<file path="config.mk">
export PLATFORM = sky130hd
export DESIGN_NAME = edg_dp
export DESIGN_NICKNAME = d
export VERILOG_FILES = /design/src/assert_macros.svh /design/src/edg_pkg.sv /design/src/edg_dp.sv
export SDC_FILE = /design/constraint.sdc
export NUM_CORES = 2
export LEC_CHECK = 0
export BUFFER_PORTS_ARGS = -buffer_cell sky130_fd_sc_hd__buf_4
export CAP_MARGIN = 30
export CORE_MARGIN = 2
export CORE_UTILIZATION = 45
export CTS_BUF_LIST = sky130_fd_sc_hd__clkbuf_8
export DETAILED_ROUTE_END_ITERATION = 7
export GPL_TIMING_DRIVEN = 0
export PLACE_DENSITY = 0.66
export SLEW_MARGIN = 20
export SYNTH_ARGS = -nofsm -noshare
export SYNTH_HDL_FRONTEND = slang
export SYNTH_SLANG_ARGS = --single-unit
</file>
<file path="constraint.sdc">
create_clock -name clk_i -period 21.6 [get_ports clk_i]
set_clock_uncertainty 0.15 [all_clocks]
set_input_delay 4.32 -clock clk_i [delete_from_list [all_inputs] [get_ports clk_i]]
set_output_delay 4.32 -clock clk_i [all_outputs]
set_load 0.03 [all_outputs]
</file>
<file path="src/assert_macros.svh">
// ----------------------------------------------------------------------------
// assert_macros.svh
// Concurrent assertion shorthands, clocked on clk_i and held off during reset.
// ----------------------------------------------------------------------------
`ifndef ASSERT_MACROS_SVH
`define ASSERT_MACROS_SVH

// General property on the block clock.
`define ASSERT_CLK(lbl, prop, msg) \
  lbl: assert property (@(posedge clk_i) disable iff (!rst_ni) (prop)) else $error(msg);

// Antecedent in one cycle implies consequent in the next.
`define ASSERT_NEXT(lbl, ante, cons, msg) \
  lbl: assert property (@(posedge clk_i) disable iff (!rst_ni) (ante) |=> (cons)) \
    else $error(msg);

`endif

</file>
<file path="src/edg_pkg.sv">
// ----------------------------------------------------------------------------
// edg_pkg
// Widths, micro-op encoding and term tables of the equal-diagonal energy block.
// ----------------------------------------------------------------------------
package edg_pkg;

  localparam int CoordW   = 16;
  localparam int DiffW    = 17;
  localparam int DistW    = 34;
  localparam int QtyW     = 36;
  localparam int MagW     = 34;
  localparam int HalfW    = 17;
  localparam int MulAW    = 36;
  localparam int MulBW    = 18;
  localparam int ProdW    = MulAW + MulBW;
  localparam int AccW     = 72;
  localparam int GradW    = 48;
  localparam int EnergyW  = 63;
  localparam int VertW    = 16;
  localparam int GradShift   = 10;  // times 4, then Q.36 to Q.24
  localparam int EnergyShift = 24;  // Q.48 to Q.24
  localparam int InDataW  = 72;
  localparam int InUserW  = 3;
  localparam int OutDataW = 224;

  typedef logic [1:0] slot_t;
  typedef logic [1:0] qsel_t;

  localparam slot_t SLOT_B = 2'd0;
  localparam slot_t SLOT_F = 2'd1;
  localparam slot_t SLOT_Y = 2'd2;
  localparam slot_t SLOT_U = 2'd3;

  localparam qsel_t QTY_A = 2'd0;
  localparam qsel_t QTY_C = 2'd1;
  localparam qsel_t QTY_D = 2'd2;
  localparam qsel_t QTY_G = 2'd3;

  localparam logic [1:0] ROLE_FWD_Y = 2'd3;
  localparam logic [1:0] LAST_CRD   = 2'd2;
  localparam logic [1:0] LAST_TRM   = 2'd2;
  localparam logic [1:0] LAST_GRP   = 2'd3;
  localparam logic [1:0] LAST_WAIT  = 2'd3;

  typedef enum logic [1:0] {ASEL_DIFF, ASEL_QTY, ASEL_HI, ASEL_LO} asel_e;
  typedef enum logic [1:0] {BSEL_DIFF, BSEL_HI, BSEL_LO} bsel_e;
  typedef enum logic [1:0] {SH_0, SH_18, SH_34} shift_e;
  typedef enum logic [2:0] {DST_NONE, DST_DIST, DST_ENERGY, DST_GRAD, DST_EMIT} dst_e;
  typedef enum logic [2:0] {
    PH_IDLE, PH_DIST, PH_WAIT, PH_ENERGY, PH_GRAD, PH_EMIT, PH_DRAIN
  } phase_e;

  typedef struct packed {
    logic       vld;
    asel_e      asel;
    bsel_e      bsel;
    slot_t      p;
    slot_t      q;
    logic [1:0] crd;
    qsel_t      qsel;
    shift_e     sh;
    dst_e       dst;
    logic [1:0] idx;
    slot_t      vtx;
    logic       last;
  } uop_t;

  typedef struct packed {
    logic [2:0][GradW-1:0] grad;
    logic [EnergyW-1:0]    energy;
    logic                  ovf;
    slot_t                 slot;
    logic                  last;
  } emit_t;

  typedef struct packed {
    slot_t p;
    slot_t q;
    qsel_t qsel;
  } term_t;

  // Point pairs of the four squared distances: BU, FU, BY, FY.
  function automatic term_t dist_pair(input logic [1:0] d);
    term_t t;
    t.qsel = QTY_A;
    case (d)
      2'd0:    begin t.p = SLOT_B; t.q = SLOT_U; end
      2'd1:    begin t.p = SLOT_F; t.q = SLOT_U; end
      2'd2:    begin t.p = SLOT_B; t.q = SLOT_Y; end
      default: begin t.p = SLOT_F; t.q = SLOT_Y; end
    endcase
    return t;
  endfunction

  // Gradient terms: quantity times (p - q), three per vertex.
  function automatic term_t grad_term(input slot_t v, input logic [1:0] k);
    term_t t;
    case ({v, k})
      4'b00_00: t = '{SLOT_B, SLOT_Y, QTY_A};
      4'b00_01: t = '{SLOT_U, SLOT_Y, QTY_D};
      4'b00_10: t = '{SLOT_B, SLOT_U, QTY_C};
      4'b01_00: t = '{SLOT_U, SLOT_F, QTY_C};
      4'b01_01: t = '{SLOT_U, SLOT_Y, QTY_G};
      4'b01_10: t = '{SLOT_Y, SLOT_F, QTY_A};
      4'b10_00: t = '{SLOT_F, SLOT_B, QTY_A};
      4'b10_01: t = '{SLOT_Y, SLOT_B, QTY_D};
      4'b10_10: t = '{SLOT_Y, SLOT_F, QTY_G};
      4'b11_00: t = '{SLOT_F, SLOT_B, QTY_C};
      4'b11_01: t = '{SLOT_B, SLOT_U, QTY_D};
      default:  t = '{SLOT_F, SLOT_U, QTY_G};
    endcase
    return t;
  endfunction

endpackage

</file>
<file path="src/edg_dp.sv">
// ----------------------------------------------------------------------------
// edg_dp
// Shared multiply-accumulate unit with distance, energy and gradient registers.
// ----------------------------------------------------------------------------
module edg_dp (
  input  logic                                      clk_i,
  input  logic                                      rst_ni,
  input  edg_pkg::uop_t                             uop_i,
  input  logic                                      stall_i,
  input  logic                                      energy_clr_i,
  input  logic [3:0][2:0][edg_pkg::CoordW-1:0]     coords_i,
  output edg_pkg::emit_t                            emit_o,
  output logic                                      emit_vld_o,
  output logic                                      busy_o
);
  import edg_pkg::*;

  localparam logic [AccW-1:0] GradMaxA = AccW'({1'b0, {(GradW-1){1'b1}}});
  localparam logic [AccW-1:0] GradMinA = ~GradMaxA;
  localparam logic [EnergyW:0] EnergyMax = {1'b0, {EnergyW{1'b1}}};

  uop_t                     op1_q, op2_q;
  logic signed [ProdW-1:0]  prod_q;
  logic signed [AccW-1:0]   acc_q, acc_d, term, base;
  logic [3:0][DistW-1:0]    dist_q;
  logic [3:0][QtyW-1:0]     qty_q;
  logic [3:0][MagW-1:0]     mag_q;
  logic [EnergyW-1:0]       energy_q;
  logic                     sat_q;
  logic [3:0][2:0][GradW-1:0] grad_q;

  logic signed [CoordW-1:0] cp, cq;
  logic signed [DiffW-1:0]  diff;
  logic [MagW-1:0]          mag;
  logic signed [MulAW-1:0]  mul_a;
  logic signed [MulBW-1:0]  mul_b;
  logic signed [AccW-1:0]   prod_x, gsh;
  logic [EnergyW:0]         esum;
  logic                     consume;

  function automatic logic [CoordW-1:0] pick(input logic [2:0][CoordW-1:0] pt,
                                             input logic [1:0] c);
    case (c)
      2'd0:    return pt[0];
      2'd1:    return pt[1];
      default: return pt[2];
    endcase
  endfunction

  // Operand select and multiply.
  assign cp   = pick(coords_i[uop_i.p], uop_i.crd);
  assign cq   = pick(coords_i[uop_i.q], uop_i.crd);
  assign diff = DiffW'(cp) - DiffW'(cq);
  assign mag  = mag_q[uop_i.qsel];

  always_comb begin
    case (uop_i.asel)
      ASEL_QTY: mul_a = qty_q[uop_i.qsel];
      ASEL_HI:  mul_a = MulAW'(mag[MagW-1:HalfW]);
      ASEL_LO:  mul_a = MulAW'(mag[HalfW-1:0]);
      default:  mul_a = MulAW'(diff);
    endcase
    case (uop_i.bsel)
      BSEL_HI: mul_b = MulBW'(mag[MagW-1:HalfW]);
      BSEL_LO: mul_b = MulBW'(mag[HalfW-1:0]);
      default: mul_b = MulBW'(diff);
    endcase
  end

  // Accumulate: a finishing step in the last stage hands the next sum a zero base.
  assign consume = op2_q.vld && (op2_q.dst == DST_DIST || op2_q.dst == DST_ENERGY ||
                                 op2_q.dst == DST_GRAD);
  assign prod_x  = AccW'(prod_q);
  always_comb begin
    case (op1_q.sh)
      SH_18:   term = prod_x <<< 18;
      SH_34:   term = prod_x <<< 34;
      default: term = prod_x;
    endcase
    if (!op1_q.vld) term = '0;
    base  = consume ? '0 : acc_q;
    acc_d = base + term;
  end

  assign gsh  = acc_q >>> GradShift;
  assign esum = {1'b0, energy_q} + (EnergyW+1)'(acc_q[AccW-1:EnergyShift]);

  always_ff @(posedge clk_i or negedge rst_ni) begin
    if (!rst_ni) begin
      op1_q    <= '0;
      op2_q    <= '0;
      acc_q    <= '0;
      energy_q <= '0;
      sat_q    <= 1'b0;
    end else begin
      if (!stall_i) begin
        op1_q <= uop_i;
        op2_q <= op1_q;
        acc_q <= acc_d;
      end
      if (energy_clr_i) begin
        energy_q <= '0;
        sat_q    <= 1'b0;
      end else if (!stall_i && op2_q.vld) begin
        if (op2_q.dst == DST_ENERGY) begin
          if (esum > EnergyMax) begin
            energy_q <= EnergyMax[EnergyW-1:0];
            sat_q    <= 1'b1;
          end else begin
            energy_q <= esum[EnergyW-1:0];
          end
        end else if (op2_q.dst == DST_GRAD) begin
          if ($signed(gsh) > $signed(GradMaxA) || $signed(gsh) < $signed(GradMinA)) begin
            sat_q <= 1'b1;
          end
        end
      end
    end
  end

  // Payload registers; qty is registered from the distances, and magnitude from qty.
  always_ff @(posedge clk_i) begin
    if (!stall_i) prod_q <= mul_a * mul_b;
    if (!stall_i && op2_q.vld && op2_q.dst == DST_DIST) begin
      dist_q[op2_q.idx] <= acc_q[DistW-1:0];
    end
    if (!stall_i && op2_q.vld && op2_q.dst == DST_GRAD) begin
      if ($signed(gsh) > $signed(GradMaxA)) begin
        grad_q[op2_q.vtx][op2_q.idx] <= GradMaxA[GradW-1:0];
      end else if ($signed(gsh) < $signed(GradMinA)) begin
        grad_q[op2_q.vtx][op2_q.idx] <= GradMinA[GradW-1:0];
      end else begin
        grad_q[op2_q.vtx][op2_q.idx] <= gsh[GradW-1:0];
      end
    end
    qty_q[QTY_A] <= QtyW'(dist_q[2]) - QtyW'(dist_q[3]);
    qty_q[QTY_C] <= QtyW'(dist_q[0]) - QtyW'(dist_q[1]);
    qty_q[QTY_D] <= QtyW'(dist_q[2]) - QtyW'(dist_q[0]);
    qty_q[QTY_G] <= QtyW'(dist_q[3]) - QtyW'(dist_q[1]);
    for (int i = 0; i < 4; i++) begin
      mag_q[i] <= qty_q[i][QtyW-1] ? MagW'(-qty_q[i]) : qty_q[i][MagW-1:0];
    end
  end

  assign emit_vld_o    = op2_q.vld && (op2_q.dst == DST_EMIT);
  assign emit_o.grad   = grad_q[op2_q.idx];
  assign emit_o.energy = energy_q;
  assign emit_o.ovf    = sat_q;
  assign emit_o.slot   = op2_q.idx;
  assign emit_o.last   = op2_q.last;
  assign busy_o        = op1_q.vld || op2_q.vld;

endmodule
</file>
# Yosys cells after proc, flatten, opt, wreduce, memory -nomap -nowiden
# Index checks and enable logic that the tools add are counted.
# op_classes
n_bitwise	6
addsub	11
n_mul	1
n_mux	41
n_eq_ne	13
n_reduce_logical	19
n_lt_le_gt_ge	10
# ops
cell	count
576-bit 2-to-1 mux	2
576-bit bitwise mux	1
564-bit bitwise AND	1
564-bit NOT	1
564-bit bitwise OR	1
144-bit binary-select mux with 2-bit select	1
144-bit demux with 2-bit select	1
144-bit 2-to-1 mux	2
63-bit 2-to-1 mux	4
34-bit 2-to-1 mux	6
48-bit binary-select mux with 2-bit select	2
48-bit 2-to-1 mux	3
72-bit 2-to-1 mux	2
72-bit case mux with 2 select lines	1
34-bit by 34-bit subtractor with 35-bit output	4
136-bit bitwise mux	1
34-bit negation	4
36-bit case mux with 3 select lines	1
48-bit demux with 2-bit select	1
72-bit adder	1
36-bit binary-select mux with 2-bit select	1
34-bit binary-select mux with 2-bit select	1
34-bit demux with 2-bit select	1
63-bit by 48-bit adder with 64-bit output	1
28 further kinds	57
# totals
ff_bits	1198
elab_cells	140

# Longest topological paths before layout
# logic_depth
depth_word	10
ltp_mapped	43
depth_no_buf	40

# Worst setup path before layout
# OpenSTA, ideal clock, no wires.
# synth_path
path_kind	input port to flip-flop
start	in uop_i[14] (netlist name)
end	reg prod_q[51], data pin
setup_ns	0.258
slack_ns	6.679
cell_stages	41
arrival_time_ns	14.513
required_ns	21.192
path_cell_list	buf_1 -> buf_1 -> mux4_2 -> mux2i_1 -> o21ai_0 -> ha_1 -> fa_1 -> nor2b_1 -> o21ai_0 -> a21boi_0 -> o21ai_0 -> a21boi_0 -> o21ai_0 -> a21oi_1 -> nor3_1 -> or2_2 -> clkbuf_1 -> clkbuf_1 -> (+5 left out) -> fa_1 -> inv_1 -> fa_1 -> fa_1 -> inv_1 -> fa_1 -> inv_1 -> ha_1 -> and3_1 -> and4_1 -> nand2_1 -> o311a_1 -> o311ai_0 -> a31o_2 -> nor2_1 -> o41ai_1 -> a21oi_1 -> xnor2_1
# synth_between
elab_chain_len	6
word_cells_on_any_way	7
# synth_rtl
item	line_no	rtl
start: declaration	edg_dp.sv:8	input edg_pkg::uop_t uop_i,
48-bit binary-select mux with 2-bit select *	edg_dp.sv:52	assign cq = pick(coords_i[uop_i.q], uop_i.crd);
48-bit 2-to-1 mux (not written as such) *	edg_dp.sv:52	
16-bit case mux with 2 select lines *	edg_dp.sv:43	case (c)
16-bit by 16-bit subtractor with 17-bit output *	edg_dp.sv:53	assign diff = DiffW'(cp) - DiffW'(cq);
36-bit case mux with 3 select lines or 18-bit case mux with 2 select lines (tied branches)	edg_dp.sv:57, edg_dp.sv:63	
36-bit by 18-bit multiplier with 54-bit output *	edg_dp.sv:123	if (!stall_i) prod_q <= mul_a * mul_b;
end signal: assignment	edg_dp.sv:123	
end: declaration	edg_dp.sv:23	logic signed [ProdW-1:0] prod_q;
# Mark *: on every way between the ends. The rest lies on a longest branch, timed or not. The select of a mux whose other input is x is not followed.
# A chain may end at the register's enable or synchronous reset.

# Final worst setup path
# layout_path
start	in uop_i[15] (netlist name)
end	reg prod_q[53], data pin
# Same word-level chain as after synthesis.

==> run_results.csv <==
group,metric,value,unit
outcome,status,"finished clean",
floorplanning,io-pin-count,432,
cts,cts_root_buffer,"clkbuf_8",
grt,grt_antenna_before_repair,15,
worst_setup_path,ff2ff_setup_slack,11.05,ns
logic_synthesis,synth_edf_count,766,
routing,drtAntennaViolNets,0,
logic_synthesis,syn-num-nets,10200,
sta,rsz0062_at_grt,"no",
sta,fmax,0.0591,GHz
floorplanning,die_w,450,um
logic_synthesis,synthCells,8932,
sta,tns,0,ns
worst_hold_path,hold_depth,0,
routing,drt-initial-drc-count,7548,
sta,fin_crit_sh,0.784,
routing,drc,0,
cts,numCtsBuffers,202,
floorplanning,initial_core_util,0.453,
placement,io_buffer_count,423,
routing,postRouteWirelength,322000,um
logic_synthesis,synth_ff_type,"edfxtp_1",
routing,wl_per_cell,25.8,um
floorplanning,core_area,198000,um2
logic_synthesis,synthMuxAreaShare,0.0880,
worst_setup_path,cpPeakStageDelay,0.81,ns
worst_setup_path,r2r_start,"mag_q[90]",
cts,cts_tree,"done",
placement,dpl.hpwl,255000,um
final_layout,nNetsFinal,10900,
floorplanning,dieHeight,450,um
floorplanning,rows,163,
worst_setup_path,reg2reg_to,"prod_q[53]",
worst_hold_path,hold_path_class,"register to register",
logic_synthesis,seq_area_frac_synth,0.362,
cts,h-tree-depth,4,
worst_hold_path,hold_start,"qty_q[108]",
logic_synthesis,synth.distinct_cells,82,
sta,report.final.slew_viol_count,0,
logic_synthesis,yosys_warnings,0,
worst_setup_path,path_class,"primary input to register",
logic_synthesis,synth_top_family_by_area,"adder cells",
cts,cts_resized,0,
grt,grt_max_degree,89,
cts,post_cts_buffers,0,
run,maxCapViolations,0,
cts,clk_pin_slew,0.06,ns
sta,finalHoldViolCount,0,
cts,postCtsHoldBufs,0,
final_layout,area_growth,13.6,%
sta,period_minus_slack,16.93,ns
logic_synthesis,ys_ff_latch,1198,
sta,setup_viol,0,
routing,dr.pass1.iters,6,
final_layout,finalInstanceArea,102000,um2
worst_setup_path,cp.arrival,17.46,ns
worst_hold_path,worstHoldEndpoint,"mag_q[102]",
floorplanning,die_area,203000,um2
placement,place_congestion,1.00,
routing,vias,73400,
logic_synthesis,synth_area,89600,um2
worst_setup_path,cpMaxStageDelayCell,"a211oi_1",
worst_setup_path,startpoint_type,"primary input",
cts,cts.sinks,1198,
routing,vias_per_cell,5.89,
sta,worst_slew_pin_slew,1.08,ns
final_layout,layout_common_cells,"1244 x nand2_1, 963 x inv_1, 877 x o21ai_0",
grt,grt_first_pass_wirelength,476000,um
final_layout,drive_gt1_frac,0.123,
cts,clk_latency,1.00,ns
logic_synthesis,synth_compound_area_frac,0.135,
grt,grt_pass1_vias,73300,
worst_setup_path,required,22.13,ns
grt,grt_usage,0.313,
logic_synthesis,synth-async-reset-ratio,0.130,
logic_synthesis,synth_xor_area_frac,0.0400,
worst_setup_path,r2r_cells,28,
sta,worst_slew_margin_rel,0.279,
logic_synthesis,synthSimpleGateAreaFrac,0.122,
final_layout,final_common_cell,"nand2_1",
worst_setup_path,crit_fanout,10,
logic_synthesis,synth_fa_ha_area_frac,0.194,
grt,grt_overflow,0,
worst_setup_path,critPathCaptureType,"register",
logic_synthesis,syn_avg_cell_area,10.0,um2
placement,dpl_cell_area,97500,um2
cts,cts_max_path_buffers,3,
-- synth_stat cells (all sizes together), types with 169 or more instances --
library cell / count / area share
dfxtp: 276 / 0.062
nand2: 1246 / 0.052
o21ai: 904 / 0.050
fa: 613 / 0.14
a21oi: 415 / 0.023
nor2: 562 / 0.024
clkbuf: 453 / 0.019
mux4: 301 / 0.076
inv: 908 / 0.038
edfxtp: 766 / 0.26
a21o: 169 / 0.014
xnor2: 309 / 0.030
ha: 407 / 0.057
-- critical path, delay by kind of cell --
family | cells | cell delay [ns]
AO/OA/AOI/OAI | 18 | 5.04
multiplexers | 2 | 0.60
buffers and inverters | 8 | 2.79
AND/OR/NAND/NOR | 4 | 0.85
XOR/XNOR | 1 | 0.11
adder cells (fa/ha/maj) | 9 | 3.74
-- how the worst max path moves through the flow --
stage	from	endpoint	slack (ns)	cells after the start
after floorplan	uop_i[14]	prod_q[51]	6.68	41
after global placement	uop_i[14]	prod_q[53]	3.11	41
after detailed placement	uop_i[15]	prod_q[53]	3.99	42
after CTS	uop_i[15]	prod_q[53]	4.95	42
after global routing	uop_i[15]	prod_q[53]	4.13	42
final	uop_i[15]	prod_q[53]	4.67	42
-- state kept, by name, summed over array words and instances, names as in the netlist --
register  count
emit_o        3
dist_q      136
acc_q        72
mag_q       136
op2_q         6
prod_q       54
energy_q     63
op1_q        11
sat_q         1
grad_q      576
qty_q       140
-- layout make-up --
cell class / instances / area, um2
multi-input combinational: 6313 / 52000
clock buffer: 218 / 3000
timing repair buffer: 506 / 4550
inverter: 908 / 3410
tap: 2640 / 3300
fill: 18000 / 95900
antenna: 9 / 22.5
clock inverter: 160 / 1050
buffer: 513 / 1980
sequential: 1198 / 32400
-- stage by stage --
step / hold WS [ns] / util / cells / setup WS [ns]
floorplan: 0.210 / - / 8932 / 6.68
global placement: 0.249 / 0.486 / 12000 / 3.11
detailed placement: 0.246 / 0.493 / 12100 / 3.99
CTS: 0.258 / 0.514 / 12400 / 4.95
global route: 0.269 / 0.515 / 12500 / 4.13
finish: 0.262 / 0.515 / 12500 / 4.67
-- layer usage --
metal / part of all wire / track usage / routed length, um / vias to the layer above
met3: 0.092 / 0.0640 / 29500 / 730
met5: 0.00026 / 0 / 84 / -
met2: 0.47 / 0.506 / 150000 / 3788
li1: - / - / - / 32500
met4: 0.055 / 0.153 / 17600 / 12
met1: 0.39 / 0.401 / 125000 / 36400
-- kinds of logic (layout without fill, tap and decap cells) --
kind of cell	count (synthesis)	after routing
simple gates	2468	2468
xor+xnor	409	409
buf+inv	1421	2305
compound gates	2010	2010
flops	1198	1198
other cells	0	9
fa+ha+maj	1020	1020
mux	406	406
Power is left out: the tool's default activity adds up to more than one toggle a clock period on the data nets, which glitch-free logic cannot reach.
