<file path="src/assert_macros.svh">
// ----------------------------------------------------------------------------
// assert_macros.svh
// Concurrent assertion shorthands, clocked on clk_i and held off during reset.
// ----------------------------------------------------------------------------
`ifndef ASSERT_MACROS_SVH
`define ASSERT_MACROS_SVH

// General property on the block clock.
`define ASSERT_CLK(lbl, prop, msg) \
  lbl: assert property (@(posedge clk_i) disable iff (!rst_ni) (prop)) else $error(msg);

// Antecedent in one cycle implies consequent in the next.
`define ASSERT_NEXT(lbl, ante, cons, msg) \
  lbl: assert property (@(posedge clk_i) disable iff (!rst_ni) (ante) |=> (cons)) \
    else $error(msg);

`endif

</file>
<file path="src/edg_pkg.sv">
// ----------------------------------------------------------------------------
// edg_pkg
// Widths, micro-op encoding and term tables of the equal-diagonal energy block.
// ----------------------------------------------------------------------------
package edg_pkg;

  localparam int CoordW   = 16;
  localparam int DiffW    = 17;
  localparam int DistW    = 34;
  localparam int QtyW     = 36;
  localparam int MagW     = 34;
  localparam int HalfW    = 17;
  localparam int MulAW    = 36;
  localparam int MulBW    = 18;
  localparam int ProdW    = MulAW + MulBW;
  localparam int AccW     = 72;
  localparam int GradW    = 48;
  localparam int EnergyW  = 63;
  localparam int VertW    = 16;
  localparam int GradShift   = 10;  // times 4, then Q.36 to Q.24
  localparam int EnergyShift = 24;  // Q.48 to Q.24
  localparam int InDataW  = 72;
  localparam int InUserW  = 3;
  localparam int OutDataW = 224;

  typedef logic [1:0] slot_t;
  typedef logic [1:0] qsel_t;

  localparam slot_t SLOT_B = 2'd0;
  localparam slot_t SLOT_F = 2'd1;
  localparam slot_t SLOT_Y = 2'd2;
  localparam slot_t SLOT_U = 2'd3;

  localparam qsel_t QTY_A = 2'd0;
  localparam qsel_t QTY_C = 2'd1;
  localparam qsel_t QTY_D = 2'd2;
  localparam qsel_t QTY_G = 2'd3;

  localparam logic [1:0] ROLE_FWD_Y = 2'd3;
  localparam logic [1:0] LAST_CRD   = 2'd2;
  localparam logic [1:0] LAST_TRM   = 2'd2;
  localparam logic [1:0] LAST_GRP   = 2'd3;
  localparam logic [1:0] LAST_WAIT  = 2'd3;

  typedef enum logic [1:0] {ASEL_DIFF, ASEL_QTY, ASEL_HI, ASEL_LO} asel_e;
  typedef enum logic [1:0] {BSEL_DIFF, BSEL_HI, BSEL_LO} bsel_e;
  typedef enum logic [1:0] {SH_0, SH_18, SH_34} shift_e;
  typedef enum logic [2:0] {DST_NONE, DST_DIST, DST_ENERGY, DST_GRAD, DST_EMIT} dst_e;
  typedef enum logic [2:0] {
    PH_IDLE, PH_DIST, PH_WAIT, PH_ENERGY, PH_GRAD, PH_EMIT, PH_DRAIN
  } phase_e;

  typedef struct packed {
    logic       vld;
    asel_e      asel;
    bsel_e      bsel;
    slot_t      p;
    slot_t      q;
    logic [1:0] crd;
    qsel_t      qsel;
    shift_e     sh;
    dst_e       dst;
    logic [1:0] idx;
    slot_t      vtx;
    logic       last;
  } uop_t;

  typedef struct packed {
    logic [2:0][GradW-1:0] grad;
    logic [EnergyW-1:0]    energy;
    logic                  ovf;
    slot_t                 slot;
    logic                  last;
  } emit_t;

  typedef struct packed {
    slot_t p;
    slot_t q;
    qsel_t qsel;
  } term_t;

  // Point pairs of the four squared distances: BU, FU, BY, FY.
  function automatic term_t dist_pair(input logic [1:0] d);
    term_t t;
    t.qsel = QTY_A;
    case (d)
      2'd0:    begin t.p = SLOT_B; t.q = SLOT_U; end
      2'd1:    begin t.p = SLOT_F; t.q = SLOT_U; end
      2'd2:    begin t.p = SLOT_B; t.q = SLOT_Y; end
      default: begin t.p = SLOT_F; t.q = SLOT_Y; end
    endcase
    return t;
  endfunction

  // Gradient terms: quantity times (p - q), three per vertex.
  function automatic term_t grad_term(input slot_t v, input logic [1:0] k);
    term_t t;
    case ({v, k})
      4'b00_00: t = '{SLOT_B, SLOT_Y, QTY_A};
      4'b00_01: t = '{SLOT_U, SLOT_Y, QTY_D};
      4'b00_10: t = '{SLOT_B, SLOT_U, QTY_C};
      4'b01_00: t = '{SLOT_U, SLOT_F, QTY_C};
      4'b01_01: t = '{SLOT_U, SLOT_Y, QTY_G};
      4'b01_10: t = '{SLOT_Y, SLOT_F, QTY_A};
      4'b10_00: t = '{SLOT_F, SLOT_B, QTY_A};
      4'b10_01: t = '{SLOT_Y, SLOT_B, QTY_D};
      4'b10_10: t = '{SLOT_Y, SLOT_F, QTY_G};
      4'b11_00: t = '{SLOT_F, SLOT_B, QTY_C};
      4'b11_01: t = '{SLOT_B, SLOT_U, QTY_D};
      default:  t = '{SLOT_F, SLOT_U, QTY_G};
    endcase
    return t;
  endfunction

endpackage

</file>
<file path="src/edg_seq.sv">
// ----------------------------------------------------------------------------
// edg_seq
// Micro-op sequencer: walks distances, energy terms and gradient terms.
// ----------------------------------------------------------------------------
module edg_seq (
  input  logic          clk_i,
  input  logic          rst_ni,
  input  logic          start_i,
  input  logic          boundary_i,
  input  logic          stall_i,
  input  logic          pipe_busy_i,
  output edg_pkg::uop_t uop_o,
  output logic          busy_o
);
  import edg_pkg::*;

  phase_e     ph_q, ph_d;
  logic [1:0] grp_q, grp_d, crd_q, crd_d, trm_q, trm_d;
  logic       bnd_q, bnd_d;
  term_t      dt, gt;
  logic       skip;

  always_ff @(posedge clk_i or negedge rst_ni) begin
    if (!rst_ni) begin
      ph_q  <= PH_IDLE;
      grp_q <= '0;
      crd_q <= '0;
      trm_q <= '0;
      bnd_q <= 1'b0;
    end else begin
      ph_q  <= ph_d;
      grp_q <= grp_d;
      crd_q <= crd_d;
      trm_q <= trm_d;
      bnd_q <= bnd_d;
    end
  end

  // Next state.
  always_comb begin
    ph_d  = ph_q;
    grp_d = grp_q;
    crd_d = crd_q;
    trm_d = trm_q;
    bnd_d = bnd_q;
    if (!stall_i) begin
      case (ph_q)
        PH_IDLE: begin
          if (start_i) begin
            ph_d  = PH_DIST;
            grp_d = '0;
            crd_d = '0;
            trm_d = '0;
            bnd_d = boundary_i;
          end
        end
        PH_DIST: begin
          if (crd_q == LAST_CRD) begin
            crd_d = '0;
            if (grp_q == LAST_GRP) begin
              ph_d  = PH_WAIT;
              grp_d = '0;
            end else begin
              grp_d = grp_q + 2'd1;
            end
          end else begin
            crd_d = crd_q + 2'd1;
          end
        end
        PH_WAIT: begin
          if (crd_q == LAST_WAIT) begin
            ph_d  = PH_ENERGY;
            crd_d = '0;
          end else begin
            crd_d = crd_q + 2'd1;
          end
        end
        PH_ENERGY: begin
          if (trm_q == LAST_TRM) begin
            trm_d = '0;
            if (grp_q == LAST_GRP) begin
              ph_d  = PH_GRAD;
              grp_d = '0;
            end else begin
              grp_d = grp_q + 2'd1;
            end
          end else begin
            trm_d = trm_q + 2'd1;
          end
        end
        // All vertices first, so the overflow flag covers every gradient.
        PH_GRAD: begin
          if (trm_q == LAST_TRM) begin
            trm_d = '0;
            if (crd_q == LAST_CRD) begin
              crd_d = '0;
              if (grp_q == LAST_GRP) begin
                grp_d = '0;
                ph_d  = PH_EMIT;
              end else begin
                grp_d = grp_q + 2'd1;
              end
            end else begin
              crd_d = crd_q + 2'd1;
            end
          end else begin
            trm_d = trm_q + 2'd1;
          end
        end
        PH_EMIT: begin
          if (grp_q == LAST_GRP) begin
            ph_d = PH_DRAIN;
          end else begin
            grp_d = grp_q + 2'd1;
          end
        end
        PH_DRAIN: begin
          if (!pipe_busy_i) ph_d = PH_IDLE;
        end
        default: ph_d = PH_IDLE;
      endcase
    end
  end

  assign dt = dist_pair(grp_q);
  assign gt = grad_term(grp_q, trm_q);

  // Boundary gradient steps outside the C terms multiply C by a zero difference,
  // so the sum still closes on its last step.
  assign skip = bnd_q && (gt.qsel != QTY_C);

  // Micro-op outputs; boundary stencils turn star-only steps into bubbles.
  always_comb begin
    uop_o      = '0;
    uop_o.asel = ASEL_DIFF;
    uop_o.bsel = BSEL_DIFF;
    uop_o.sh   = SH_0;
    uop_o.dst  = DST_NONE;
    case (ph_q)
      PH_DIST: begin
        uop_o.vld = !(bnd_q && grp_q[1]);
        uop_o.p   = dt.p;
        uop_o.q   = dt.q;
        uop_o.crd = crd_q;
        uop_o.idx = grp_q;
        uop_o.dst = (crd_q == LAST_CRD) ? DST_DIST : DST_NONE;
      end
      PH_ENERGY: begin
        uop_o.vld  = !(bnd_q && grp_q != QTY_C);
        uop_o.qsel = grp_q;
        uop_o.asel = (trm_q == LAST_TRM) ? ASEL_LO : ASEL_HI;
        uop_o.bsel = (trm_q == 2'd0) ? BSEL_HI : BSEL_LO;
        case (trm_q)
          2'd0:    uop_o.sh = SH_34;
          2'd1:    uop_o.sh = SH_18;
          default: uop_o.sh = SH_0;
        endcase
        uop_o.dst = (trm_q == LAST_TRM) ? DST_ENERGY : DST_NONE;
      end
      PH_GRAD: begin
        uop_o.vld  = !(bnd_q && grp_q == SLOT_Y);
        uop_o.asel = ASEL_QTY;
        uop_o.p    = gt.p;
        uop_o.q    = skip ? gt.p : gt.q;
        uop_o.qsel = skip ? QTY_C : gt.qsel;
        uop_o.crd  = crd_q;
        uop_o.idx  = crd_q;
        uop_o.vtx  = grp_q;
        uop_o.dst  = (trm_q == LAST_TRM) ? DST_GRAD : DST_NONE;
      end
      PH_EMIT: begin
        uop_o.vld  = !(bnd_q && grp_q == SLOT_Y);
        uop_o.dst  = DST_EMIT;
        uop_o.idx  = grp_q;
        uop_o.last = (grp_q == SLOT_U);
      end
      default: uop_o = uop_o;
    endcase
  end

  assign busy_o = (ph_q != PH_IDLE);

endmodule

</file>
<file path="config.mk">
export PLATFORM = sky130hd
export DESIGN_NAME = edg_seq
export DESIGN_NICKNAME = d
export VERILOG_FILES = /design/src/assert_macros.svh /design/src/edg_pkg.sv /design/src/edg_seq.sv
export SDC_FILE = /design/constraint.sdc
export NUM_CORES = 1
export LEC_CHECK = 0
export BUFFER_PORTS_ARGS = -buffer_cell sky130_fd_sc_hd__buf_2
export CAP_MARGIN = 10
export CORE_ASPECT_RATIO = 1.2
export CORE_UTILIZATION = 30
export CTS_BUF_LIST = sky130_fd_sc_hd__clkbuf_2
export CTS_CLUSTER_SIZE = 14
export DETAILED_ROUTE_END_ITERATION = 8
export HOLD_SLACK_MARGIN = 0.06
export PLACE_DENSITY = 0.52
export SLEW_MARGIN = 10
export SYNTH_ARGS = -nofsm -noshare
export SYNTH_HDL_FRONTEND = slang
export SYNTH_SLANG_ARGS = --single-unit
</file>
<file path="constraint.sdc">
create_clock -name clk_i -period 2 [get_ports clk_i]
set_input_delay 0 -clock clk_i [delete_from_list [all_inputs] [get_ports clk_i]]
set_output_delay 0 -clock clk_i [all_outputs]
set_load 0.1 [all_outputs]
</file>
# [Yosys cells after proc, flatten, opt, wreduce, memory -nomap -nowiden]
# Memory sizes are Yosys's and may differ from the RTL's.
# Cells that the tools add are included.
[op_classes] n_addsub=3 n_mul=0 n_div=0 n_lt_le_gt_ge=0 eq_ne=27 shift=0 n_mux=44 bitwise_logic=1 n_reduce_logical=22
[ops] cell="2-to-1 mux 2 bit" n=18
[ops] cell="2-to-1 mux 3 bit" n=11
[ops] cell="inequality test 2 bit (second input constant)" n=12
[ops] cell="case mux 3 bit (7 select lines)" n=1
[ops] cell="case mux 2 bit (2 select lines)" n=5
[ops] cell="case mux 3 bit (4 select lines)" n=1
[ops] cell="case mux 6 bit (2 select lines)" n=1
[ops] cell="AND reduction 12 bit" n=1
[ops] cell="== test 2 bit (second input constant)" n=5
[ops] cell="case mux 2 bit (5 select lines)" n=1
[ops] cell="== test 3 bit (second input constant)" n=3
[ops] cell="case mux 3 bit (3 select lines)" n=1
[ops] cell="case mux 2 bit (4 select lines)" n=1
[ops] cell="adder 2 x 1 -> 2 bit (second input constant)" n=3
[ops] cell="== test 3 x 2 -> 1 bit (second input constant)" n=2
[ops] cell="AND reduction 3 bit" n=2
[ops] cell="AND reduction 6 bit" n=1
[ops] cell="OR reduction 2 bit" n=3
[ops] cell="nonzero test 5 bit" n=1
[ops] cell="== test 2 x 1 -> 1 bit (second input constant)" n=2
[ops] cell="logical AND 1 bit" n=4
[ops] cell="zero test 2 bit" n=2
[ops] cell="inequality test 2 x 1 -> 1 bit (second input constant)" n=2
[ops] cell="AND reduction 4 bit" n=1
[ops] cell="other kinds (9)" n=13
[totals] register_bits=10 latchBits=0 ramBits=0 rom_bits=96 input_bits=6 output_inout_bits=24 elab_cells=103 n_memories=1
[mem_list] name="(name not given)" words=16 width=6 rd=1 rd_ports_with_merged_regs=0 wr=0 line="edg_pkg.sv:98" rtl="case ({v, k})"

# [Logic depth before layout (Yosys ltp)]
# Gate-level depths: netlist of run 1.
[depth] depth_word=5 mapped_depth=7 mapped_depth_nobuf=7

# [Worst setup path before layout of run 1]
# OpenSTA, ideal clock, no wires.
[synth_timing] kind="register to output" start="register ph_q[2]" end="output port uop_o[10] (netlist bit)" arrival_ns=4.044 required_time_ns=2.000 setup_slack_ns=-2.044 stages_incl_launch_ff=7 n_path_buf=2 path_cell_list="dfrtp_1 -> buf_2 -> nor2b_1 -> and2_1 -> clkbuf_1 -> a21oi_1 -> o21ai_0"
[synth_rtl] element="start: declaration" line="edg_seq.sv:17" rtl="phase_e ph_q, ph_d;"
[synth_rtl] element="start signal: assignment" line="edg_seq.sv:31" rtl="ph_q <= ph_d;"
[synth_rtl] element="end: declaration" line="edg_seq.sv:12" rtl="output edg_pkg::uop_t uop_o,"

==> results of run 1 <==
-- cells in the final DEF, fill, tap and decap left out, drive strengths merged, types with 5 or more instances in the layout --
cell type	count
nand2b	7
nor2	17
a211oi	5
nand2	17
a21oi	10
nor2b	8
ha	15
o21ai	14
dfrtp	10
inv	6
buf	50
-- synth_stat cells, drive strengths merged --
cell type	n	area share, %
a32o	1	0.80
a221oi	1	0.70
a22o	1	0.70
clkbuf	6	1.8
nand2	17	5.1
o311a	1	0.80
o21ai	14	5.6
nor2b	8	4.0
nor3	1	0.40
o31ai	1	0.60
a21o	3	1.8
nor4	1	0.50
o21bai	2	2.1
a31oi	1	0.50
and2	2	1.0
o221ai	1	0.70
a211oi	5	3.4
o22ai	1	0.50
a21oi	10	4.0
buf	3	1.4
nand3	3	1.2
o21a	3	2.4
and2b	1	0.60
nand2b	7	3.5
nor2	17	5.3
a32oi	1	0.70
and3	4	2.0
inv	7	2.1
or3	1	0.90
nor3b	2	1.2
mux2i	4	3.2
ha	15	15
o211ai	1	0.60
mux2	4	3.9
a2bb2oi	1	0.70
dfrtp	10	20
-- per-stage QoR --
step	hold slack, ns	area (µm²)	utilization (%)	setup WS, ns	instances
floorplan	-0.296	1360	-	-0.562	161
global placement	-0.120	1910	48.0	0.164	251
detailed placement	-0.122	1910	48.0	0.117	251
CTS	0.117	1970	49.7	0.000713	259
global route	0.119	2030	51.1	-0.0439	262
finish	0.117	2030	51.1	0.0594	262
-- registers in the layout, summed over array words and instances, names as in the netlist --
register / cells
ph_q: 3
crd_q: 2
grp_q: 2
trm_q: 2
bnd_q: 1
-- cell type report --
class                      instances  area share, %
tap                               54           3.33
clock inverter                     1          0.185
inverter                           7           1.67
clock buffer                       3          0.740
sequential                        10           12.6
timing repair buffer              52           28.5
multi-input combinational        135           53.0
-- cells by family (layout without fill, tap and decap cells) --
family                   count (synthesis)  count (layout)  share of synthesized area (%)
flip-flops                              10              10                           20.1
multiplexers                             8               8                           7.12
adder cells (fa/ha/maj)                 15              15                           15.0
buffers and inverters                   16              63                           5.32
AO/OA/AOI/OAI                           48              48                           26.7
AND/OR/NAND/NOR                         64              64                           25.8
-- final timing paths --
path / start / endpoint / slack, ns / cells after the start
max reg2reg: trm_q[1] / grp_q[0] / 0.17 / 6
max: trm_q[0] / uop_o[14] / 0.06 / 8
max in group asynchronous: rst_ni / trm_q[1] / 1.66 / 2
min reg2reg: crd_q[1] / crd_q[1] / 0.61 / 2
min: rst_ni / grp_q[0] / 0.12 / 2
min in group clk_i: stall_i / bnd_q / 0.14 / 3
-- worst register-to-register path: cells and delay by family (launching register included) --
kind	cells	cell delay (ns)
fa+ha+maj	1	0.21
compound gates	2	0.54
mux	2	0.40
buf+inv	1	0.15
flops	1	0.45
-- routing by layer --
layer | up-vias | global-route usage [%] | part of all wire (%)
met3 | 4 | 2.13 | 4.2
met2 | 39 | 30.0 | 52
li1 | 662 | - | -
met1 | 649 | 21.3 | 43
met4 | 0 | 3.79 | 0.90
met5 | - | 0 | 0
-- timing repair --
action | in CTS | in global routing
hold buffers | 2 | 0
hold endpoints to repair | 11 | 0
gates resized for setup | 4 | 7
buffers inserted | 2 | 3
pin swaps | 1 | 4
setup endpoints to repair | 3 | 14
==> results.yml, run 1 <==
clock_network:
  cts_buffers: 3
  path_clk_slew_ns: 0.12
  cts_buffer_depth: 2
  cts_tree: "built"
  clock_latency_ns: 0.26
  cts_htree_levels: 1
  clock-sinks: 10
  cts_root_buf: "clkbuf_2"
drt:
  drt_iter0_markers: 41
  dr.pass1.iters: 4
  routed-via-count: 1354
  drt-wirelength-per-cell_um: 14.0
  ant_nets: 0
  via_per_inst: 5.17
  drt-total-wl_um: 3660
  drc: 0
setup_path:
  crit_type: "reg2out"
  worst-path-buf-inv: 2
  slowest_stage: "dfrtp_2"
  slowest_delay_ns: 0.45
  crit_path_start_kind: "flop"
  critPathMaxFanout: 5
  crit_chain: "clkinv_4 > ha_4 > nand2b_1 > o21ai_0 > a21o_1 > nand3_1 > o211ai_1 > buf_12"
  crit_family: "compound AO/OA/AOI/OAI gates"
  arrival_ns: 1.94
  worstPathRequired_ns: 2.00
  endpoint_kind: "output pin"
yosys:
  ys_seq_elements: 10
  yosysWarnings: 0
  synth_cell_type_count: 43
  yosysSeqAreaShare_pct: 20.1
  syn_area_mm2: 0.00125
  synth_cells: 161
  syn-num-nets: 182
  syn_area_per_cell_um2: 7.75
hold_path:
  hp-class: "in2async"
cells_and_area:
  antenna_cells: 0
  drive_gt1_share_pct: 42.3
  num-fill-cells: 388
  regArea_um2: 255
  nets: 230
  multi_input_area_mm2: 0.00107
  syn_to_final_growth_pct: 62.6
grt:
  antenna_found_initial: 0
  grt_pass1_wl_um: 5750
  grt_use_total_pct: 16.9
  grt.overflow.total: 0
  grt_pass1_vias: 1208
  grt_max_degree: 15
sta:
  fin_crit_ns: 1.94
  fmax_mhz: 515
  fin_skew_ns: 0.00942
  fin_tns_setup_ns: 0
  drv_slew: 0
  grt_setup_unrepaired: "yes"
  finalCritPeriodShare_pct: 97.0
  max_slew_margin_pct: 67.7
  tightest_slew_ns: 0.488
  finalHoldViolations: 0
  setup_viol: 0
floorplan:
  chipHeight_um: 72.6
  placementRows: 25
  start_util_pct: 31.4
  core-area_mm2: 0.00397
  ios: 30
  fp.dieW_um: 60.9
  die_area_mm2: 0.00442
flow_run:
  maxCapViolations: 0
placement:
  io_buffer_count: 29
  gp_congestion: 0.836
  dp_hpwl_um: 2830
outcome:
  outcome: "finished clean"
Power of run 1 is left out: the tool's default activity adds up to more than one toggle a clock period on the data nets, which glitch-free logic cannot reach.
==> run 2, diff against run 1 <==
--- a/config.mk
+++ b/config.mk
@@ -5,7 +5,7 @@
 export SDC_FILE = /design/constraint.sdc
 export NUM_CORES = 1
 export LEC_CHECK = 0
-export BUFFER_PORTS_ARGS = -buffer_cell sky130_fd_sc_hd__buf_2
+export BUFFER_PORTS_ARGS = -buffer_cell sky130_fd_sc_hd__buf_4
 export CAP_MARGIN = 10
 export CORE_ASPECT_RATIO = 1.2
 export CORE_UTILIZATION = 30
@@ -14,6 +14,7 @@
 export DETAILED_ROUTE_END_ITERATION = 8
 export HOLD_SLACK_MARGIN = 0.06
 export PLACE_DENSITY = 0.52
+export RECOVER_POWER = 100
 export SLEW_MARGIN = 10
 export SYNTH_ARGS = -nofsm -noshare
 export SYNTH_HDL_FRONTEND = slang
==> run 2 against run 1 <==
Against the previous run:
- critical path depth is the same
- first-iteration DRC count up 9.8%
- die area is the same
- sequential share of layout area increased by 1.4 points
- worst hold slack improved by 0.0012 ns
- flip-flop and latch count did not move
- non-clock buffer count rose by 1
==> results.yml, run 2 (same netlist as run 1, synthesis figures left out) <==
sta:
  tightest_slew_ns: 0.612
  fin_tns_setup_ns: 0
  fmax_mhz: 517
  fin_crit_ns: 1.93
  max_slew_margin_pct: 59.2
  drv_slew: 0
  whs_ns: 0.118
  finalHoldViolations: 0
  finalCritPeriodShare_pct: 96.6
  setup_viol: 0
  fin_skew_ns: 0.000974
  grt_setup_unrepaired: "yes"
setup_path:
  setup.worst_path.start: "trm_q[0]"
  crit_type: "reg2out"
  critPathMaxFanout: 5
  r2r_cells: 6
  slowest_delay_ns: 0.45
  worst-path-buf-inv: 2
  slowest_stage: "dfrtp_2"
  path_depth: 8
  worstPathRequired_ns: 2.00
  crit_chain: "clkinv_4 > ha_4 > mux2i_4 > a21oi_2 > o21ai_2 > mux2i_1 > nand2_2 > buf_12"
  crit_path_start_kind: "flop"
  reg2reg_slack_ns: 0.10
  arrival_ns: 1.93
  r2r-start: "trm_q[1]"
  crit_family: "flip-flops"
  endpoint_kind: "output pin"
drt:
  ant_nets: 0
  drc: 0
  drt-wirelength-per-cell_um: 14.8
  drt-total-wl_um: 3900
  via_per_inst: 5.18
  routed-via-count: 1362
  dr.pass1.iters: 4
  drt_iter0_markers: 45
cells_and_area:
  layout_common_cells: "buf_4 (32), nand2_1 (16), ha_1 (11)"
  largest_reg_flops: 3
  layout_commonest_cell: "buf_4"
  nets: 231
  regArea_um2: 259
  drive_gt1_share_pct: 43.1
  multi_input_area_mm2: 0.00106
  antenna_cells: 0
  syn_to_final_growth_pct: 48.0
  top_register: "ph_q"
  num-fill-cells: 417
floorplan:
  fp.dieW_um: 60.9
  ios: 30
  chipHeight_um: 72.6
  placementRows: 25
  core-area_mm2: 0.00397
  die_area_mm2: 0.00442
  start_util_pct: 31.4
flow_run:
  maxCapViolations: 0
grt:
  grt_max_degree: 16
  antenna_found_initial: 0
  grt_pass1_wl_um: 6010
  grt.overflow.total: 0
  grt_pass1_vias: 1284
  grt_use_total_pct: 18.1
outcome:
  outcome: "finished clean"
clock_network:
  path_clk_slew_ns: 0.11
  cts_htree_levels: 1
  clock-sinks: 10
  cts_buffers: 3
  cts_tree: "built"
  cts_buffer_depth: 2
  cts_root_buf: "clkbuf_2"
  clock_latency_ns: 0.25
placement:
  gp_congestion: 0.824
  io_buffer_count: 29
  dp_hpwl_um: 3030
hold_path:
  holdPathStages: 3
  hp-class: "in2reg"
  min_from: "stall_i"
==> run 2: worst reg2reg max path, cell delays in order (launching register included) <==
cell	delay [ns]
dfrtp_2	0.46
buf_4	0.16
ha_1	0.22
mux2i_1	0.11
a211oi_2	0.35
o21a_4	0.20
mux2_4	0.29
==> run 2: per-stage QoR <==
| stage | instances | utilization (%) | cell area, µm² | setup slack [ns] |
|---|---|---|---|---|
| after global placement | 250 | 43.2 | 1720 | 0.177 |
| after floorplan | 161 | - | 1360 | -0.562 |
| after CTS | 259 | 45.4 | 1800 | 0.000134 |
| final | 263 | 46.5 | 1850 | 0.0676 |
| after detailed placement | 250 | 43.2 | 1720 | 0.116 |
| after global routing | 263 | 46.5 | 1850 | -0.0732 |
==> run 2: layout make-up <==
cell class / instances / share of cell area, %
multi-input combinational: 135 / 57.3
inverter: 7 / 1.83
clock inverter: 1 / 0.203
tap: 54 / 3.66
clock buffer: 3 / 0.813
timing repair buffer: 53 / 22.2
sequential: 10 / 14.0
==> run 2: worst paths after layout <==
check                             to
setup / recovery           uop_o[15]
hold / removal                 bnd_q
setup reg to reg            grp_q[0]
hold reg to reg             crd_q[1]
max in group asynchronous    ph_q[2]
min in group asynchronous    ph_q[0]
==> run 2: metal layers <==
layer	global-route usage (%)	up-vias	part of all wire [%]
met2	31.3	45	51
met3	2.66	4	4.5
li1	-	667	-
met1	22.6	646	44
met4	6.31	0	0.72
met5	0	-	0
==> run 2: timing repair <==
| action | in CTS | in global routing |
|---|---|---|
| hold buffers | 2 | 0 |
| resized for setup | 5 | 15 |
| pin swaps | 0 | 4 |
| endpoints found under the hold margin | 11 | 0 |
| endpoints found under the setup margin | 6 | 8 |
| setup buffers | 3 | 4 |
Power of run 2 is left out for the same reason.
==> run 3, diff against run 2 <==
--- a/config.mk
+++ b/config.mk
@@ -13,7 +13,7 @@
 export CTS_CLUSTER_SIZE = 14
 export DETAILED_ROUTE_END_ITERATION = 8
 export HOLD_SLACK_MARGIN = 0.06
-export PLACE_DENSITY = 0.52
+export PLACE_DENSITY_LB_ADDON = 0.3
 export RECOVER_POWER = 100
 export SLEW_MARGIN = 10
 export SYNTH_ARGS = -nofsm -noshare
==> run 3 against run 2 <==
Against the previous run:
- sequential share of layout area increased by 0.47 points
- flip-flop and latch count unchanged
- clock skew increased by 0.012 ns
- die area unchanged
- utilization decreased by 1.7 points
- critical path depth unchanged
- largest cell class unchanged
==> results.yml, run 3 (same netlist as run 1, synthesis figures left out) <==
outcome:
  outcome: "finished clean"
sta:
  finalCritPeriodShare_pct: 97.4
  whs_ns: 0.0675
  finalHoldViolations: 0
  tightest_slew_ns: 0.608
  fmax_mhz: 513
  fin_skew_ns: 0.0132
  max_slew_margin_pct: 59.5
  fin_crit_ns: 1.95
  grt_setup_unrepaired: "yes"
  setup_slack_ns: 0.0510
  setup_viol: 0
  drv_slew: 0
grt:
  use_met1_pct: 26.3
  antenna_found_initial: 0
  grt-busiest-layer: "met2"
  grt_pass1_vias: 1220
  grt_pass1_wl_um: 6040
  grt_use_met2_pct: 28.4
  grt_max_degree: 14
  grt.met3_usage_pct: 1.42
  grt_use_total_pct: 18.2
  grt.overflow.total: 0
hold_path:
  holdPathStages: 3
  hp-class: "in2reg"
  min_from: "stall_i"
  min_to: "trm_q[0]"
drt:
  drc: 0
  dr.pass1.iters: 4
  drt-wirelength-per-cell_um: 14.1
  via_per_inst: 5.01
  drt-total-wl_um: 3610
  ant_nets: 0
  routed-via-count: 1288
  drt_iter0_markers: 128
clock_network:
  cts_htree_levels: 1
  cts_buffer_depth: 2
  clock-sinks: 10
  cts_tree: "built"
  cts_root_buf: "clkbuf_2"
  cts_buffers: 3
  path_clk_slew_ns: 0.12
  clock_latency_ns: 0.28
placement:
  gp_congestion: 0.792
  dp_slack_ns: 0.142
  dp_hpwl_um: 2700
  io_buffer_count: 29
floorplan:
  placementRows: 25
  core-area_mm2: 0.00397
  fp.dieW_um: 60.9
  start_util_pct: 31.4
  chipHeight_um: 72.6
  ios: 30
  die_area_mm2: 0.00442
setup_path:
  arrival_ns: 1.95
  endpoint_kind: "output pin"
  slowest_stage: "dfrtp_2"
  r2r_cells: 6
  r2r-end: "grp_q[0]"
  slowest_delay_ns: 0.47
  worstPathRequired_ns: 2.00
  reg2reg_slack_ns: 0.11
  crit_path_start_kind: "flop"
  critPathMaxFanout: 5
  crit_type: "reg2out"
  crit_chain: "inv_4 > ha_4 > mux2i_4 > a21oi_2 > o21ai_2 > mux2i_1 > nand2_2 > buf_12"
  r2r-start: "trm_q[1]"
cells_and_area:
  drive_gt1_share_pct: 40.9
  largest_reg_flops: 3
  layout_commonest_cell: "buf_4"
  syn_to_final_growth_pct: 42.5
  top_register: "ph_q"
  nets: 226
  layout_common_cells: "buf_4 (25), nand2_1 (16), ha_1 (11), clkbuf_2 (11)"
  antenna_cells: 0
flow_run:
  maxCapViolations: 0
==> run 3: routing by layer <==
metal | vias to the layer above | part of all wire [%]
met2 | 26 | 46
met1 | 604 | 49
met3 | 5 | 3.2
met5 | - | 0
met4 | 0 | 1.3
li1 | 653 | -
==> run 3: worst max path at each step <==
stage                     startpoint         to  depth (start not counted)
after floorplan             trm_q[1]  uop_o[14]                          7
after global placement      trm_q[0]   grp_q[0]                          6
final                       trm_q[1]  uop_o[15]                          8
after CTS                    ph_q[2]  uop_o[11]                          6
after detailed placement    trm_q[0]   grp_q[0]                          6
after global routing        trm_q[1]  uop_o[15]                          8
==> run 3: final cells by class <==
type | instances | area, µm²
clock buffers | 3 | 15.0
fillers | 427 | 2190
inverters | 7 | 31.3
multi-input cells | 135 | 1060
flip-flops and latches | 10 | 258
well taps | 54 | 67.6
repair buffers | 48 | 342
==> run 3: repair_timing <==
item | CTS | global route
pin swaps | 0 | 5
hold buffers | 2 | 0
buffers inserted | 2 | 3
endpoints found under the setup margin | 3 | 8
endpoints found under the hold margin | 11 | 0
resized for setup | 7 | 9
==> run 3: stage by stage <==
step                      util (%)  area, µm²  setup TNS [ns]  cells
after floorplan                  -       1360          -0.737    161
after global placement        42.7       1700               0    247
after detailed placement      42.7       1700               0    247
after CTS                     44.8       1780               0    254
after global routing          44.8       1780         -0.0668    257
final                         44.8       1780               0    257
==> run 3: critical path: cells and delay by family, from the launching register on <==
| kind | cells | cell delay [ns] |
|---|---|---|
| DFF | 1 | 0.47 |
| muxes | 2 | 0.42 |
| AOI/OAI and AO/OA | 2 | 0.27 |
| buffers and inverters | 2 | 0.25 |
| adders and majority gates | 1 | 0.18 |
| and+or+nand+nor | 1 | 0.09 |
Power of run 3 is left out for the same reason.
